$ cat config.mk
export PLATFORM = sky130hd
export DESIGN_NAME = kmp_stream_matcher_flat
export DESIGN_NICKNAME = d
export VERILOG_FILES = /design/src/hdl/kmp_pkg.sv /design/src/hdl/kmp_stream_if.sv /design/src/hdl/kmp_cell.sv /design/src/hdl/kmp_stream_matcher.sv /design/src/flat_wrapper.sv
export SDC_FILE = /design/constraint.sdc
export NUM_CORES = 1
export LEC_CHECK = 0
export BUFFER_PORTS_ARGS = -buffer_cell sky130_fd_sc_hd__buf_4
export CAP_MARGIN = 40
export CELL_PAD_IN_SITES_DETAIL_PLACEMENT = 0
export CELL_PAD_IN_SITES_GLOBAL_PLACEMENT = 1
export CORE_ASPECT_RATIO = 1.75
export CORE_UTILIZATION = 40
export DETAILED_ROUTE_END_ITERATION = 10
export PLACE_DENSITY = 0.72
export SETUP_SLACK_MARGIN = 0.15
export SLEW_MARGIN = 20
export SYNTH_ARGS = -nofsm -noshare
export SYNTH_HDL_FRONTEND = slang
export SYNTH_SLANG_ARGS = --single-unit
export TNS_END_PERCENT = 1
$ cat constraint.sdc
create_clock -name clk -period 5.3 [get_ports clk]
set_input_delay 1.59 -clock clk [delete_from_list [all_inputs] [get_ports clk]]
set_output_delay 1.59 -clock clk [all_outputs]
set_load 0.005 [all_outputs]
$ cat src/hdl/kmp_pkg.sv
`timescale 1ns / 1ps
`default_nettype none
// ----------------------------------------------------------------------------
// kmp_pkg: shared types and constants of the streaming pattern matcher
// Opcodes, payload widths, parameter defaults and the per-beat command that
// is broadcast to every cell of the matcher row.
// ----------------------------------------------------------------------------
package kmp_pkg;

  localparam int OPCODE_W          = 2;
  localparam int BYTE_W            = 8;
  localparam int MATCH_W           = 32;
  localparam int MAX_PATTERN_DEF   = 32;
  localparam int POSITION_BITS_DEF = 32;

  typedef logic [OPCODE_W-1:0] opcode_t;
  typedef logic [BYTE_W-1:0]   byte_t;
  typedef logic [MATCH_W-1:0]  match_t;

  localparam opcode_t OP_CLEAR   = 2'd0;
  localparam opcode_t OP_APPEND  = 2'd1;
  localparam opcode_t OP_TEXT    = 2'd2;
  localparam opcode_t OP_RESTART = 2'd3;

  typedef struct packed {
    logic    en;
    opcode_t op;
    byte_t   data;
  } cell_cmd_t;

endpackage
`default_nettype wire

$ cat src/hdl/kmp_stream_if.sv
`timescale 1ns / 1ps
`default_nettype none
// ----------------------------------------------------------------------------
// kmp_stream_if: valid/ready channels of the pattern matcher
// The command channel carries an opcode and a byte per beat; the result
// channel carries the start position of one match per beat.
// ----------------------------------------------------------------------------
interface kmp_in_if;
  logic             valid;
  logic             ready;
  kmp_pkg::opcode_t opcode;
  kmp_pkg::byte_t   data_byte;

  modport source (output valid, output opcode, output data_byte, input ready);
  modport sink   (input valid, input opcode, input data_byte, output ready);
endinterface

interface kmp_out_if;
  logic            valid;
  logic            ready;
  kmp_pkg::match_t match_start;

  modport source (output valid, output match_start, input ready);
  modport sink   (input valid, input match_start, output ready);
endinterface
`default_nettype wire

$ cat src/hdl/kmp_cell.sv
`timescale 1ns / 1ps
`default_nettype none
// ----------------------------------------------------------------------------
// kmp_cell: one pattern position of the matcher row
// Holds one pattern byte and one bit telling whether the text so far ends in
// the pattern prefix through this position; the bit moves to the next cell.
// ----------------------------------------------------------------------------
module kmp_cell #(
  parameter int IDX   = 0,
  parameter int LEN_W = 6
) (
  input  wire                   clk,
  input  wire                   rst_n,
  input  kmp_pkg::cell_cmd_t    cmd,
  input  wire  [LEN_W-1:0]      pat_len,
  input  wire                   prev_act,
  output logic                  act,
  output logic                  hit
);
  import kmp_pkg::*;

  byte_t byte_r;
  logic  act_r;
  logic  act_nxt;
  logic  in_use;
  logic  is_last;
  logic  step_act;

  assign in_use   = LEN_W'(IDX) < pat_len;
  assign is_last  = LEN_W'(IDX + 1) == pat_len;
  assign step_act = prev_act && in_use && (byte_r == cmd.data);
  assign hit      = cmd.en && (cmd.op == OP_TEXT) && step_act && is_last;
  assign act      = act_r;

  always_comb begin
    act_nxt = act_r;
    if (cmd.en) begin
      unique case (cmd.op)
        OP_CLEAR:   act_nxt = 1'b0;
        OP_RESTART: act_nxt = 1'b0;
        OP_TEXT:    act_nxt = step_act && !is_last;
        default:    act_nxt = act_r;
      endcase
    end
  end

  always_ff @(posedge clk) begin
    if (!rst_n) begin
      act_r <= 1'b0;
    end else begin
      act_r <= act_nxt;
    end
  end

  always_ff @(posedge clk) begin
    if (cmd.en && (cmd.op == OP_APPEND) && (pat_len == LEN_W'(IDX))) begin
      byte_r <= cmd.data;
    end
  end

endmodule
`default_nettype wire

$ cat src/hdl/kmp_stream_matcher.sv
`timescale 1ns / 1ps
`default_nettype none
// ----------------------------------------------------------------------------
// kmp_stream_matcher: streaming pattern matcher with overlapping matches
// A match result is valid in the cycle after the text beat that ends it.
// Throughput: one command beat per cycle, set by the cell row update; a
// result not yet taken holds the input until the output frees.
// Reset clears the pattern length, the match state and the text position.
// ----------------------------------------------------------------------------
module kmp_stream_matcher #(
  parameter int MAX_PATTERN   = kmp_pkg::MAX_PATTERN_DEF,
  parameter int POSITION_BITS = kmp_pkg::POSITION_BITS_DEF
) (
  input  wire       clk,
  input  wire       rst_n,
  kmp_in_if.sink    in_ch,
  kmp_out_if.source out_ch
);
  import kmp_pkg::*;

  localparam int LEN_W = $clog2(MAX_PATTERN + 1);

  logic [LEN_W-1:0]         pat_len_r;
  logic [LEN_W-1:0]         pat_len_nxt;
  logic [POSITION_BITS-1:0] pos_r;
  logic [POSITION_BITS-1:0] pos_nxt;
  logic                     out_valid_r;
  logic                     out_valid_nxt;
  match_t                   out_start_r;
  logic [POSITION_BITS-1:0] start_pos;
  logic                     in_fire;
  logic                     any_hit;
  cell_cmd_t                cmd;
  logic [MAX_PATTERN:0]     chain;
  logic [MAX_PATTERN-1:0]   hits;

  assign in_ch.ready = !out_valid_r || out_ch.ready;
  assign in_fire     = in_ch.valid && in_ch.ready;

  assign cmd.en   = in_fire;
  assign cmd.op   = in_ch.opcode;
  assign cmd.data = in_ch.data_byte;

  assign chain[0] = 1'b1;

  for (genvar k = 0; k < MAX_PATTERN; k++) begin : g_cell
    kmp_cell #(
      .IDX   (k),
      .LEN_W (LEN_W)
    ) u_cell (
      .clk      (clk),
      .rst_n    (rst_n),
      .cmd      (cmd),
      .pat_len  (pat_len_r),
      .prev_act (chain[k]),
      .act      (chain[k+1]),
      .hit      (hits[k])
    );
  end

  assign any_hit   = |hits;
  assign start_pos = pos_r + POSITION_BITS'(1) - POSITION_BITS'(pat_len_r);

  always_comb begin
    pat_len_nxt = pat_len_r;
    pos_nxt     = pos_r;
    if (in_fire) begin
      unique case (in_ch.opcode)
        OP_CLEAR: begin
          pat_len_nxt = '0;
        end
        OP_APPEND: begin
          if (pat_len_r < LEN_W'(MAX_PATTERN)) begin
            pat_len_nxt = pat_len_r + LEN_W'(1);
          end
        end
        OP_TEXT: begin
          if (pat_len_r != '0) begin
            pos_nxt = pos_r + POSITION_BITS'(1);
          end
        end
        OP_RESTART: begin
          pos_nxt = '0;
        end
        default: begin
          pat_len_nxt = pat_len_r;
        end
      endcase
    end
  end

  always_comb begin
    out_valid_nxt = out_valid_r && !out_ch.ready;
    if (in_fire && any_hit) begin
      out_valid_nxt = 1'b1;
    end
  end

  always_ff @(posedge clk) begin
    if (!rst_n) begin
      pat_len_r   <= '0;
      pos_r       <= '0;
      out_valid_r <= 1'b0;
    end else begin
      pat_len_r   <= pat_len_nxt;
      pos_r       <= pos_nxt;
      out_valid_r <= out_valid_nxt;
    end
  end

  always_ff @(posedge clk) begin
    if (in_fire && any_hit) begin
      out_start_r <= MATCH_W'(start_pos);
    end
  end

  assign out_ch.valid       = out_valid_r;
  assign out_ch.match_start = out_start_r;

endmodule
`default_nettype wire
$ cat src/flat_wrapper.sv
// flat-port wrapper written by rule: the top's interface ports become plain ports
module kmp_stream_matcher_flat import kmp_pkg::*;
#(
  parameter int MAX_PATTERN   = kmp_pkg::MAX_PATTERN_DEF,
  parameter int POSITION_BITS = kmp_pkg::POSITION_BITS_DEF
)
  (clk, rst_n, in_ch_valid, in_ch_opcode, in_ch_data_byte, in_ch_ready, out_ch_valid, out_ch_match_start, out_ch_ready);
  kmp_in_if in_ch_i ();
  kmp_out_if out_ch_i ();
  input  wire clk;
  input  wire rst_n;
  input wire logic [$bits(in_ch_i.valid)-1:0] in_ch_valid;
  input wire logic [$bits(in_ch_i.opcode)-1:0] in_ch_opcode;
  input wire logic [$bits(in_ch_i.data_byte)-1:0] in_ch_data_byte;
  output wire logic [$bits(in_ch_i.ready)-1:0] in_ch_ready;
  output wire logic [$bits(out_ch_i.valid)-1:0] out_ch_valid;
  output wire logic [$bits(out_ch_i.match_start)-1:0] out_ch_match_start;
  input wire logic [$bits(out_ch_i.ready)-1:0] out_ch_ready;
  assign in_ch_i.valid = in_ch_valid;
  assign in_ch_i.opcode = in_ch_opcode;
  assign in_ch_i.data_byte = in_ch_data_byte;
  assign in_ch_ready = in_ch_i.ready;
  assign out_ch_valid = out_ch_i.valid;
  assign out_ch_match_start = out_ch_i.match_start;
  assign out_ch_i.ready = out_ch_ready;
  kmp_stream_matcher #(.MAX_PATTERN(MAX_PATTERN), .POSITION_BITS(POSITION_BITS)) u_core (.clk(clk), .rst_n(rst_n), .in_ch(in_ch_i), .out_ch(out_ch_i));
endmodule
### After elaboration in Yosys (flattened, before gate mapping)

Index checks and enable logic that the tools add are counted.

* register bits: 358
* bits of input ports: 14
* output and inout bits: 34
* logic and storage cells: 479

* add/sub/neg operators: 3
* order comparisons: 33
* eq/ne operators: 100
* multiplexer cells: 36
* reduce and logical (&&, ||, !) cells: 240

Operators with widths (count)
* 8-bit equality test: 32
* 1-bit logical AND: 195
* 5-bit by 6-bit equality test with 1-bit output, first input constant: 16
* 6-bit by 5-bit equality test with 1-bit output, second input constant: 16
* 5-bit by 6-bit less-than comparator with 1-bit output, first input constant: 16
* 32-bit case mux with 2 select lines: 1
* 1-bit case mux with 2 select lines: 31
* 4-bit by 6-bit equality test with 1-bit output, first input constant: 8
* 6-bit by 4-bit equality test with 1-bit output, second input constant: 8
* 4-bit by 6-bit less-than comparator with 1-bit output, first input constant: 8
* 1-bit zero test: 33
* 32-bit by 1-bit adder with 32-bit output, second input constant: 1
* 32-bit two-way mux: 1
* 32-bit OR reduction: 1
* 32-bit by 6-bit subtractor with 32-bit output: 1
* 3-bit by 6-bit equality test with 1-bit output, first input constant: 4
* 6-bit by 3-bit equality test with 1-bit output, second input constant: 4
* 3-bit by 6-bit less-than comparator with 1-bit output, first input constant: 4
* 2-bit by 6-bit equality test with 1-bit output, first input constant: 2
* 6-bit by 2-bit equality test with 1-bit output, second input constant: 2
* 1-bit by 6-bit less-than comparator with 1-bit output, first input constant: 2
* 2-bit by 6-bit less-than comparator with 1-bit output, first input constant: 2
* 6-bit case mux with 2 select lines: 1
* 6-bit by 1-bit adder with 6-bit output, second input constant: 1
* other kinds (17): 22

### Logic depth before layout (Yosys ltp)

Gate-level depths: netlist of run 1.

* depth after elaboration: 9
* depth in mapped cells: 12
* gate-level depth less buffers: 12

### Hierarchy

From an unflattened synthesis of run 1, not the netlist that was laid out.

* cells, all modules: 1573
* area, all modules: 18585.3 um^2

By module, submodules not included
* kmp_stream_matcher: instances 1, cells each 474, area an instance 4332.9 um^2, seq. area each 1741.7 um^2
* kmp_cell at u_core.g_cell[15].u_cell ...: instances 2, cells each 34, area an instance 452.9 um^2, seq. area each 260.2 um^2
* kmp_cell at u_core.g_cell[12].u_cell ...: instances 2, cells each 33, area an instance 441.7 um^2, seq. area each 260.2 um^2
* kmp_cell at u_core.g_cell[14].u_cell ...: instances 2, cells each 34, area an instance 440.4 um^2, seq. area each 260.2 um^2
* kmp_cell at u_core.g_cell[16].u_cell: instances 1, cells each 39, area an instance 474.2 um^2, seq. area each 260.2 um^2
* kmp_cell at u_core.g_cell[11].u_cell: instances 1, cells each 35, area an instance 461.7 um^2, seq. area each 260.2 um^2
* kmp_cell at u_core.g_cell[18].u_cell: instances 1, cells each 36, area an instance 461.7 um^2, seq. area each 260.2 um^2
* kmp_cell at u_core.g_cell[21].u_cell: instances 1, cells each 38, area an instance 460.4 um^2, seq. area each 260.2 um^2
* kmp_cell at u_core.g_cell[17].u_cell: instances 1, cells each 35, area an instance 459.2 um^2, seq. area each 260.2 um^2
* kmp_cell at u_core.g_cell[20].u_cell: instances 1, cells each 38, area an instance 457.9 um^2, seq. area each 260.2 um^2
* kmp_cell at u_core.g_cell[27].u_cell: instances 1, cells each 35, area an instance 455.4 um^2, seq. area each 260.2 um^2
* kmp_cell at u_core.g_cell[5].u_cell: instances 1, cells each 34, area an instance 455.4 um^2, seq. area each 260.2 um^2
* kmp_cell at u_core.g_cell[23].u_cell: instances 1, cells each 35, area an instance 454.2 um^2, seq. area each 260.2 um^2
* kmp_cell at u_core.g_cell[0].u_cell: instances 1, cells each 37, area an instance 452.9 um^2, seq. area each 260.2 um^2
* 16 more rows

### Worst setup path after synthesis of run 1

Ideal clock, no wire load.

* path type: input to register
* start: in in_ch_data_byte[2]
* end: reg u_core.out_start_r[0] (netlist: u_core.out_ch.match_start[0]) (enable)
* library setup time: 442 ps
* arrival time: 5263 ps
* data required time: 4858 ps
* slack: -405 ps
* stages: 8
* path buffers: 3
* cell sequence: clkbuf_1 > buf_1 > buf_2 > xnor2_1 > nand3_1 > a2111oi_0 > a311oi_1 > a41oi_1

* longest elaborated chain between the ends: 6
* elaborated cells between the ends (all ways): 130
* classes of those cells: eq/ne (32); reduce/logical (98)

RTL lines
* from (decl): line flat_wrapper.sv:14 `input wire logic [$bits(in_ch_i.data_byte)-1:0] in_ch_data_byte;`
* 8-bit equality test: line kmp_cell.sv:31 `assign step_act = prev_act && in_use && (byte_r == cmd.data);`
* 1-bit logical AND: line kmp_cell.sv:31
* 1-bit logical AND (2 in series): line kmp_cell.sv:32 `assign hit = cmd.en && (cmd.op == OP_TEXT) && step_act && is_last;`
* 32-bit OR reduction (*): line kmp_stream_matcher.sv:61 `assign any_hit = |hits;`
* 1-bit logical AND (*): line kmp_stream_matcher.sv:112 `if (in_fire && any_hit) begin`
* to (signal assigned): line kmp_stream_matcher.sv:113 `out_start_r <= MATCH_W'(start_pos);`
* to (decl): line kmp_stream_matcher.sv:29 `match_t out_start_r;`

Every way passes the cells marked *; elsewhere a longest branch is shown, timed or not.
A chain may end at the register's enable or synchronous reset.

### Worst setup path in the final report of run 1

* start: reg u_core.pos_r[0]
* end: reg u_core.out_start_r[28] (netlist: u_core.out_ch.match_start[28]), data pin

* longest elaborated chain between the ends: 2

RTL lines
* from (decl): line kmp_stream_matcher.sv:25 `logic [POSITION_BITS-1:0] pos_r;`
* from (signal assigned): line kmp_stream_matcher.sv:106 `pos_r <= pos_nxt;`
* 32-bit by 1-bit adder with 32-bit output: line kmp_stream_matcher.sv:62 `assign start_pos = pos_r + POSITION_BITS'(1) - POSITION_BITS'(pat_len_r);`
* 32-bit by 6-bit subtractor with 32-bit output: line kmp_stream_matcher.sv:62
* net u_core.start_pos[28]: line kmp_stream_matcher.sv:30 `logic [POSITION_BITS-1:0] start_pos;`

The timed path passes the listed nets, and every way through them passes these cells.

==> impl_metrics.toml, run 1 <==
[setup_path]
worstPathArrival_ns = 4.31
critPathKind = "register to register"
cp_top_family = "simple AND/OR/NAND/NOR gates"
critPathMaxStageDelay_ns = 0.56
cp_max_fo = 8
crit_path_end_kind = "register"
start_kind = "register"
path_buf_inv = 0
cp.required_ns = 5.58
crit_slowest_cell = "nor4_2"
path_cells = "ha_1 -> nand3_1 -> xnor2_1 -> ha_1 -> a21o_1 -> a21oi_1 -> nand4_1 -> nor2_1 -> nand4_2 -> nor4_2 -> nand3_1 -> xor2_1"

[sta]
slew_violations = 0
finalHoldViolations = 0
whs_ns = 0.465
period_minus_slack_ns = 4.03
tightestPinTransition_ns = 0.858
layout_setup_ws_ns = 1.27
relSlewSlack_pct = 42.3
finalSetupViolCount = 0
fin_crit_sh_pct = 76.1
tns_ns = 0
skew_ns = 0.0206
rsz0062_at_grt = "false"
max_freq_mhz = 248

[floorplan]
io_pins = 48
core_area_mm2 = 0.0419
rows = 99
start_util_pct = 40.8
die_h_um = 276
die-area_mm2 = 0.0436
dieWidth_um = 158

[logic_synthesis]
synth.distinct_cells = 75
syn-cell-area_mm2 = 0.0171
syn-num-nets = 1444
synth_edf_count = 288
synth_flop_cell = "edfxtp_1"
ys_ff_latch = 358
synth_largest_area_cell = "edfxtp_1"
ys_warn_count = 0
avgSynthCellArea_um2 = 12.0
synth_area_leaders = "edfxtp_1 51%, xnor2_1 14%, dfxtp_1 8.2%, xor2_1 2.3%, nand2_1 2.3%"
ys_async_sr_fraction_pct = 0
ys_seq_area_share_pct = 58.8
syn-instance-count = 1419
synth.top_cell.area_share_pct = 50.6

[cells_and_area]
final_area_mm2 = 0.0195
layout.nets = 1516
register_area_mm2 = 0.0100
drive_above_1_share_pct = 13.4
fin_util_pct = 46.6
syn2layout_area_growth_pct = 14.1
multi_input_area_mm2 = 0.00663
nFillCells = 3877
diodes = 0

[detailed_routing]
drtIter0Drc = 609
first_pass_iters = 5
via_per_inst = 5.44
drc = 0
via_count = 11300
routed_wl_mm = 44.0
postRouteAntennaNets = 0
routedWlPerCell_um = 21.2

[placed_design]
preCtsSetupSlack_ns = 0.806
place_area_mm2 = 0.0184
io_buffers = 47
gp_congestion = 0.873
hpwl_mm = 30.2

[cts]
cts_resized = 0
cts_max_level = 2
cts_root_buffer = "clkbuf_16"
clk_latency_ns = 0.54
cts_tree = "done"
cts_max_path_buffers = 3
clock-sinks = 358
clkSlewWorstSetupHoldPaths_ns = 0.06
numCtsBuffers = 36
postCtsSetupRepairBufs = 0
cts_hold_buf = 0

[global_routing]
grt_max_degree = 68
grt_pass1_wl_mm = 68.0
grt_pass1_vias = 11500
grt_antenna_before_repair = 0
overflow = 0
grt_usage_pct = 20.8

[worst_hold_path]
hold_class = "register to register"

[status]
status = "complete, no violations"

[power]
switchingPower_w = 0.00128
irDropWorstVdd_uv = 191
swShare_pct = 22.0
p_leak_nw = 6.07
intPower_w = 0.00453
pwr-share-seq_pct = 52.2
power_density_mw_per_mm2 = 298
p_comb_share_pct = 4.9
clock_power_share_pct = 42.8

[job]
maxCapViolations = 0
[cell type report]
class	count	area share, %
Sequential cell	358	51.5
Multi-Input combinational cell	960	34.0
Clock buffer	44	4.88
Timing Repair Buffer	118	4.87
Tap cell	555	3.56
Clock inverter	21	0.885
Inverter	17	0.327
[worst paths after layout]
path                                    to                    startpoint  depth (start not counted)  slack [ns]
max          u_core.out_ch.match_start[28]               u_core.pos_r[0]                         12        1.27
min           u_core.g_cell[18].u_cell.act  u_core.g_cell[18].u_cell.act                          2        0.46
max reg2reg  u_core.out_ch.match_start[28]               u_core.pos_r[0]                         12        1.27
min reg2reg   u_core.g_cell[18].u_cell.act  u_core.g_cell[18].u_cell.act                          2        0.46
[placed cells by master, fill, tap and decap left out, types with 7 or more instances in the layout]
| master | count |
|---|---|
| edfxtp_1 | 288 |
| xnor2_1 | 270 |
| buf_4 | 112 |
| nand2_1 | 104 |
| nor2_1 | 71 |
| dfxtp_1 | 70 |
| nand3_1 | 64 |
| nand4_1 | 56 |
| xor2_1 | 45 |
| nor2b_1 | 41 |
| clkbuf_16 | 37 |
| nor3_1 | 34 |
| o21ai_0 | 34 |
| nor4_1 | 28 |
| a32oi_1 | 25 |
| and2_1 | 22 |
| a21oi_1 | 18 |
| inv_1 | 15 |
| and3_1 | 13 |
| a22oi_1 | 10 |
| ha_1 | 10 |
| or2_2 | 9 |
| clkinv_1 | 7 |
| nand2b_1 | 7 |
| a21boi_0 | 7 |
| clkbuf_1 | 7 |
| clkinv_2 | 7 |
[power by group through the flow]
stage / Sequential [W] / Combinational, W / Clock, W
after detailed placement: 0.00309 / 0.000291 / 0
after global placement: 0.00309 / 0.000287 / 0
final: 0.00303 / 0.000287 / 0.00249
after floorplan: 0.00309 / 0.000174 / 0
after CTS: 0.00303 / 0.000292 / 0.00254
after global routing: 0.00303 / 0.000310 / 0.00263
[metal layers]
metal	global-route usage (%)	vias up	part of all wire, %
met1	22.4	5609	37
li1	-	5259	-
met2	39.5	291	54
met4	10.2	0	4.9
met3	2.40	109	3.6
met5	0	-	0
[worst reg2reg max path, cell delays in order, from the launching register on]
cell and delay [ns]:
dfxtp_1 0.48, ha_1 0.34, nand3_1 0.12, xnor2_1 0.33, ha_1 0.36, a21o_1 0.18, a21oi_1 0.18, nand4_1 0.16
nor2_1 0.39, nand4_2 0.35, nor4_2 0.56, nand3_1 0.16, xor2_1 0.17
[sequential cells by signal (all words and copies together) (netlist names)]
| signal | cells |
|---|---|
| u_core.g_cell.u_cell.byte_r | 256 |
| u_core.out_ch.match_start | 32 |
| u_core.pos_r | 32 |
| u_core.g_cell.u_cell.act | 31 |
| u_core.pat_len_r | 6 |
| u_core.out_ch.valid | 1 |
[Yosys cell counts (all sizes together), types with 7 or more instances]
cell type,number
edfxtp,288
clkbuf,53
nand2b,7
xor2,45
nor2b,41
or2,9
nand4,61
and2,23
nor2,72
nor3,34
xnor2,272
inv,15
ha,10
buf,31
a22oi,10
o21ai,34
a21boi,7
nor4,31
a21oi,18
dfxtp,70
and3,14
nand2,104
nand3,66
a32oi,25
[per-stage QoR]
stage,total power [W],cells
2_1_floorplan,0.00327,1419
3_3_place_gp,0.00338,2004
3_5_place_dp,0.00338,2006
4_1_cts,0.00586,2071
5_1_grt,0.00597,2073
6_report,0.00581,2073
[cells by family after synthesis]
| family | after synthesis | share of synthesized area (%) |
|---|---|---|
| xor gates and xnor gates | 317 | 16.4 |
| AOI/OAI and AO/OA | 139 | 5.70 |
| adders and majority gates | 11 | 0.849 |
| DFF | 358 | 58.8 |
| and+or+nand+nor | 491 | 15.6 |
| muxes | 2 | 0.117 |
| buffers and inverters | 101 | 2.56 |
Note: power is estimated with default switching activity, not from simulation.
==> run 2, diff against run 1 <==
Settings changed: PLACE_DENSITY 0.72 to 0.7.
Clock period 5.3 ns to 4.1 ns, I/O delays scaled along.
==> impl_metrics.toml, run 2 (same netlist as run 1, synthesis figures left out) <==
[detailed_routing]
routedWlPerCell_um = 21.7
drc = 0
drtIter0Drc = 721
routed_wl_mm = 45.3
first_pass_iters = 5
via_per_inst = 5.39
postRouteAntennaNets = 0
via_count = 11300

[status]
status = "complete, no violations"

[power]
clock_power_share_pct = 42.8
swShare_pct = 21.5
switchingPower_w = 0.00163
power_density_mw_per_mm2 = 382
p_comb_share_pct = 5.2
p_total_w = 0.00755
irDropWorstVdd_uv = 246
p_leak_nw = 6.19
pwr-share-seq_pct = 51.9
intPower_w = 0.00592

[floorplan]
core_area_mm2 = 0.0419
rows = 99
die-area_mm2 = 0.0436
dieWidth_um = 158
io_pins = 48
start_util_pct = 40.8
die_h_um = 276

[global_routing]
grt_pass1_vias = 11600
grt_antenna_before_repair = 0
overflow = 0
grt_pass1_wl_mm = 69.0
grt_max_degree = 68
grt_usage_pct = 21.3

[cts]
clkSlewWorstSetupHoldPaths_ns = 0.06
cts_max_level = 2
cts_max_path_buffers = 3
cts_hold_buf = 0
clk_latency_ns = 0.53
numCtsBuffers = 35
cts_tree = "done"
clock-sinks = 358
cts_root_buffer = "clkbuf_16"

[placed_design]
hpwl_mm = 31.7
gp_congestion = 0.920
preCtsSetupSlack_ns = -0.0553
io_buffers = 47

[setup_path]
start_kind = "register"
path_cells = "ha_1 -> nand3_1 -> xnor2_1 -> ha_1 -> a21o_1 -> a21oi_1 -> nand4_1 -> nor2_2 -> nand4_2 -> or3_1 -> a31oi_1 -> xnor2_1"
cp.required_ns = 4.36
path_buf_inv = 0
crit_path_end_kind = "register"
cp_max_fo = 7
worstPathArrival_ns = 3.97
critPathMaxStageDelay_ns = 0.49
critPathKind = "register to register"
crit_slowest_cell = "dfxtp_1"
cp_top_family = "simple AND/OR/NAND/NOR gates"

[sta]
tightestPinTransition_ns = 0.878
max_freq_mhz = 270
period_minus_slack_ns = 3.70
finalSetupViolCount = 0
layout_setup_ws_ns = 0.398
fin_crit_sh_pct = 90.3
finalHoldViolations = 0
relSlewSlack_pct = 41.0
rsz0062_at_grt = "false"
whs_ns = 0.475
slew_violations = 0
tns_ns = 0
skew_ns = 0.0176

[cells_and_area]
syn2layout_area_growth_pct = 15.5
final_cell_mix = "288 x edfxtp_1, 270 x xnor2_1, 132 x buf_4"
diodes = 0
final_common_cell = "edfxtp_1"
layout.nets = 1538
nFillCells = 3840
largest-register = "u_core.g_cell.u_cell.byte_r"
drive_above_1_share_pct = 14.5
largest_reg_flops = 256

[job]
maxCapViolations = 0

[worst_hold_path]
hold_class = "register to register"
-- run 2: metal layers --
layer | vias up | wire (µm) | track usage, %
met5 | - | 0 | 0
met4 | 0 | 2240 | 11.4
met3 | 107 | 1530 | 2.47
met2 | 293 | 25100 | 40.9
met1 | 5576 | 16400 | 22.0
li1 | 5309 | - | -
-- run 2: worst min-delay path, cell delays in order, from the launching register on --
cell	delay, ns
dfxtp_1	0.31
nand2_1	0.05
a21boi_0	0.06
-- run 2: layout make-up --
type | instances | area, µm² | area share, %
tap | 555 | 694 | 3.52
multi-input combinational | 960 | 6650 | 33.6
timing repair buffer | 141 | 1170 | 5.93
clock inverter | 17 | 171 | 0.868
inverter | 17 | 63.8 | 0.323
clock buffer | 46 | 960 | 4.86
sequential | 358 | 10000 | 50.9
-- run 2: worst paths after layout --
kind | start | slack (ns) | cells after the start | endpoint
min reg2reg | u_core.g_cell[18].u_cell.act | 0.48 | 2 | u_core.g_cell[18].u_cell.act
max reg2reg | u_core.pos_r[0] | 0.40 | 12 | u_core.out_ch.match_start[22]
max | u_core.pos_r[0] | 0.40 | 12 | u_core.out_ch.match_start[22]
min | u_core.g_cell[18].u_cell.act | 0.48 | 2 | u_core.g_cell[18].u_cell.act
-- run 2: through the flow --
step | cells | area (µm²) | utilization [%]
2_1_floorplan | 1419 | 17100 | -
3_3_place_gp | 2026 | 18600 | 44.4
3_5_place_dp | 2027 | 18600 | 44.4
4_1_cts | 2090 | 19700 | 47.1
5_1_grt | 2094 | 19800 | 47.2
6_report | 2094 | 19800 | 47.2
-- run 2: repair_timing --
item / CTS / global route
setup endpoints to repair: 0 / 4
gates resized for setup: 0 / 2
buffers inserted: 0 / 0
-- run 2: power groups by stage --
stage | Clock (W) | Sequential, W | Combinational [W]
finish | 0.00323 | 0.00392 | 0.000395
floorplan | 0 | 0.00400 | 0.000226
CTS | 0.00330 | 0.00392 | 0.000402
detailed placement | 0 | 0.00400 | 0.000401
global route | 0.00341 | 0.00392 | 0.000425
global placement | 0 | 0.00400 | 0.000395
==> run 3, diff against run 2 <==
--- a/config.mk
+++ b/config.mk
@@ -7,2 +7,3 @@
 export LEC_CHECK = 0
+export ABC_AREA = 1
 export BUFFER_PORTS_ARGS = -buffer_cell sky130_fd_sc_hd__buf_4
@@ -14,3 +15,3 @@
 export DETAILED_ROUTE_END_ITERATION = 10
-export PLACE_DENSITY = 0.7
+export PLACE_DENSITY = 0.74
 export SETUP_SLACK_MARGIN = 0.15
--- a/constraint.sdc
+++ b/constraint.sdc
@@ -3,2 +3,2 @@
 set_output_delay 1.23 -clock clk [all_outputs]
-set_load 0.005 [all_outputs]
+set_load 0.05 [all_outputs]
==> impl_metrics.toml, run 3 <==
[cells_and_area]
largest_reg_flops = 256
layout.nets = 2322
drive_above_1_share_pct = 9.99
final_cell_mix = "774 x nand2_1, 288 x edfxtp_1, 278 x nor2_1"
nFillCells = 4350
final_common_cell = "nand2_1"
syn2layout_area_growth_pct = 14.7
largest-register = "u_core.g_cell.u_cell.byte_r"
diodes = 0

[logic_synthesis]
synth.top_cell.area_share_pct = 47.0
synth.distinct_cells = 37
avgSynthCellArea_um2 = 8.30
synth_flop_cell = "edfxtp_1"
synth_area_leaders = "edfxtp_1 47%, nand2_1 16%, dfxtp_1 7.6%, nor2_1 5.7%, inv_1 5.3%"
ys_async_sr_fraction_pct = 0
syn-instance-count = 2217
syn-cell-area_mm2 = 0.0184
synth_edf_count = 288
synth_largest_area_cell = "edfxtp_1"
syn-num-nets = 2242
synth_most_common_cell = "nand2_1"
ys_ff_latch = 358
ys_warn_count = 0
ys_seq_area_share_pct = 54.6
synth_top_cells_by_count = "774 x nand2_1, 288 x edfxtp_1, 279 x nor2_1"

[sta]
finalSetupViolCount = 0
max_freq_mhz = 305
fin_crit_sh_pct = 79.9
slew_violations = 0
layout_setup_ws_ns = 0.823
finalHoldViolations = 0
period_minus_slack_ns = 3.28
tightestPinTransition_ns = 0.859
tns_ns = 0
whs_ns = 0.464
relSlewSlack_pct = 42.5
skew_ns = 0.0206
rsz0062_at_grt = "false"

[setup_path]
cp.required_ns = 4.38
worstPathArrival_ns = 3.55
path_common_cell = "nand2_1"
cp_top_family = "simple AND/OR/NAND/NOR gates"
crit_slowest_cell = "ha_1"
cp_max_fo = 32
path_buf_inv = 5
start_kind = "register"
crit_path_end_kind = "register"
critPathMaxStageDelay_ns = 0.40
critPathKind = "register to register"
path_cells = "inv_1 -> ha_1 -> inv_1 -> nor2_1 -> nand2_1 -> nand2_1 -> nor2_1 -> buf_4 -> nand3_1 -> nand2_1 -> nor2_1 -> nand2_1 -> nor2_1 -> nand2_1 -> nand2_1 -> inv_1 -> buf_12"

[cts]
cts_max_path_buffers = 3
cts_max_level = 2
clock-sinks = 358
cts_root_buffer = "clkbuf_16"
cts_tree = "done"
cts_hold_buf = 0
cts_resized = 0
clkSlewWorstSetupHoldPaths_ns = 0.06
clk_latency_ns = 0.54
numCtsBuffers = 36
postCtsSetupRepairBufs = 0

[global_routing]
grt_usage_pct = 24.7
overflow = 0
grt_pass1_vias = 14500
grt_pass1_wl_mm = 85.1
grt_antenna_before_repair = 0
grt_max_degree = 50

[detailed_routing]
postRouteAntennaNets = 0
drtIter0Drc = 958
drc = 0
first_pass_iters = 7
via_per_inst = 5.04
routedWlPerCell_um = 19.6
routed_wl_mm = 57.0
via_count = 14600

[placed_design]
gp_congestion = 0.928
io_buffers = 47
preCtsSetupSlack_ns = 0.319
hpwl_mm = 39.2

[worst_hold_path]
hold_class = "register to register"

[job]
maxCapViolations = 0

[power]
p_total_w = 0.00778
p_leak_nw = 8.75
irDropWorstVdd_uv = 321
power_density_mw_per_mm2 = 368

[floorplan]
io_pins = 48
start_util_pct = 40.7
rows = 103
dieWidth_um = 164
core_area_mm2 = 0.0452
die_h_um = 286
die-area_mm2 = 0.0469

[status]
status = "complete, no violations"
## run 3: changes by cell type after synthesis, moves of 22 or more
| cell | delta |
|---|---|
| a21oi_1 | +52 |
| a32oi_1 | -25 |
| and2_1 | -22 |
| inv_1 | +243 |
| nand2_1 | +670 |
| nand3_1 | +25 |
| nor2_1 | +207 |
| nor2b_1 | -41 |
| nor4_1 | -28 |
| xnor2_1 | -212 |
## run 3: layout make-up
type                    instances  area (µm²)  area share [%]
flip-flops and latches        358       10000            47.6
multi-input cells            1516        7050            33.4
repair buffers                114        1110            5.24
inverters                     271        1020            4.82
clock buffers                  49         991            4.69
well taps                     577         722            3.42
clock inverters                15         183           0.865
## run 3: per-layer routing
metal | vias up | routed length (µm) | GRT usage [%]
li1 | 7188 | - | -
met1 | 6940 | 20200 | 24.7
met2 | 356 | 31800 | 48.6
met3 | 126 | 1910 | 2.32
met4 | 0 | 3070 | 13.3
met5 | - | 0 | 0
## run 3: through the flow
stage,area [µm²],util (%),std cells
2_1_floorplan,18400,-,2217
3_3_place_gp,19900,44.0,2833
3_5_place_dp,19900,44.0,2833
4_1_cts,21100,46.6,2897
5_1_grt,21100,46.7,2900
6_report,21100,46.7,2900
## run 3: report_power, final
part | internal, W | switching (W) | total [W]
logic | 0.000136 | 0.000312 | 0.000448
clock network | 0.00195 | 0.00145 | 0.00341
registers | 0.00392 | 0.00000296 | 0.00392
## run 3: final timing paths
path / startpoint / end / slack [ns] / depth (start not counted)
worst min-delay path: u_core.g_cell[10].u_cell.act / u_core.g_cell[10].u_cell.act / 0.46 / 2
worst max-delay path: u_core.pat_len_r[0] / u_core.out_ch.match_start[25] / 0.82 / 17
worst max register to register: u_core.pat_len_r[0] / u_core.out_ch.match_start[25] / 0.82 / 17
worst min register to register: u_core.g_cell[10].u_cell.act / u_core.g_cell[10].u_cell.act / 0.46 / 2
## run 3: kinds of logic after synthesis
family / Yosys count / share of synthesized area [%]
buf+inv: 343 / 7.16
flops: 358 / 54.6
fa+ha+maj: 11 / 0.788
simple gates: 1275 / 28.8
xor+xnor: 96 / 4.77
compound gates: 134 / 3.92
## run 3: worst register-to-register path: stages (launching register included)
cell	delay (ns)
dfxtp_1	0.37
inv_1	0.23
ha_1	0.40
inv_1	0.18
nor2_1	0.13
nand2_1	0.21
nand2_1	0.14
nor2_1	0.05
buf_4	0.15
nand3_1	0.07
nand2_1	0.09
nor2_1	0.22
nand2_1	0.08
nor2_1	0.20
nand2_1	0.12
nand2_1	0.11
inv_1	0.08
buf_12	0.18
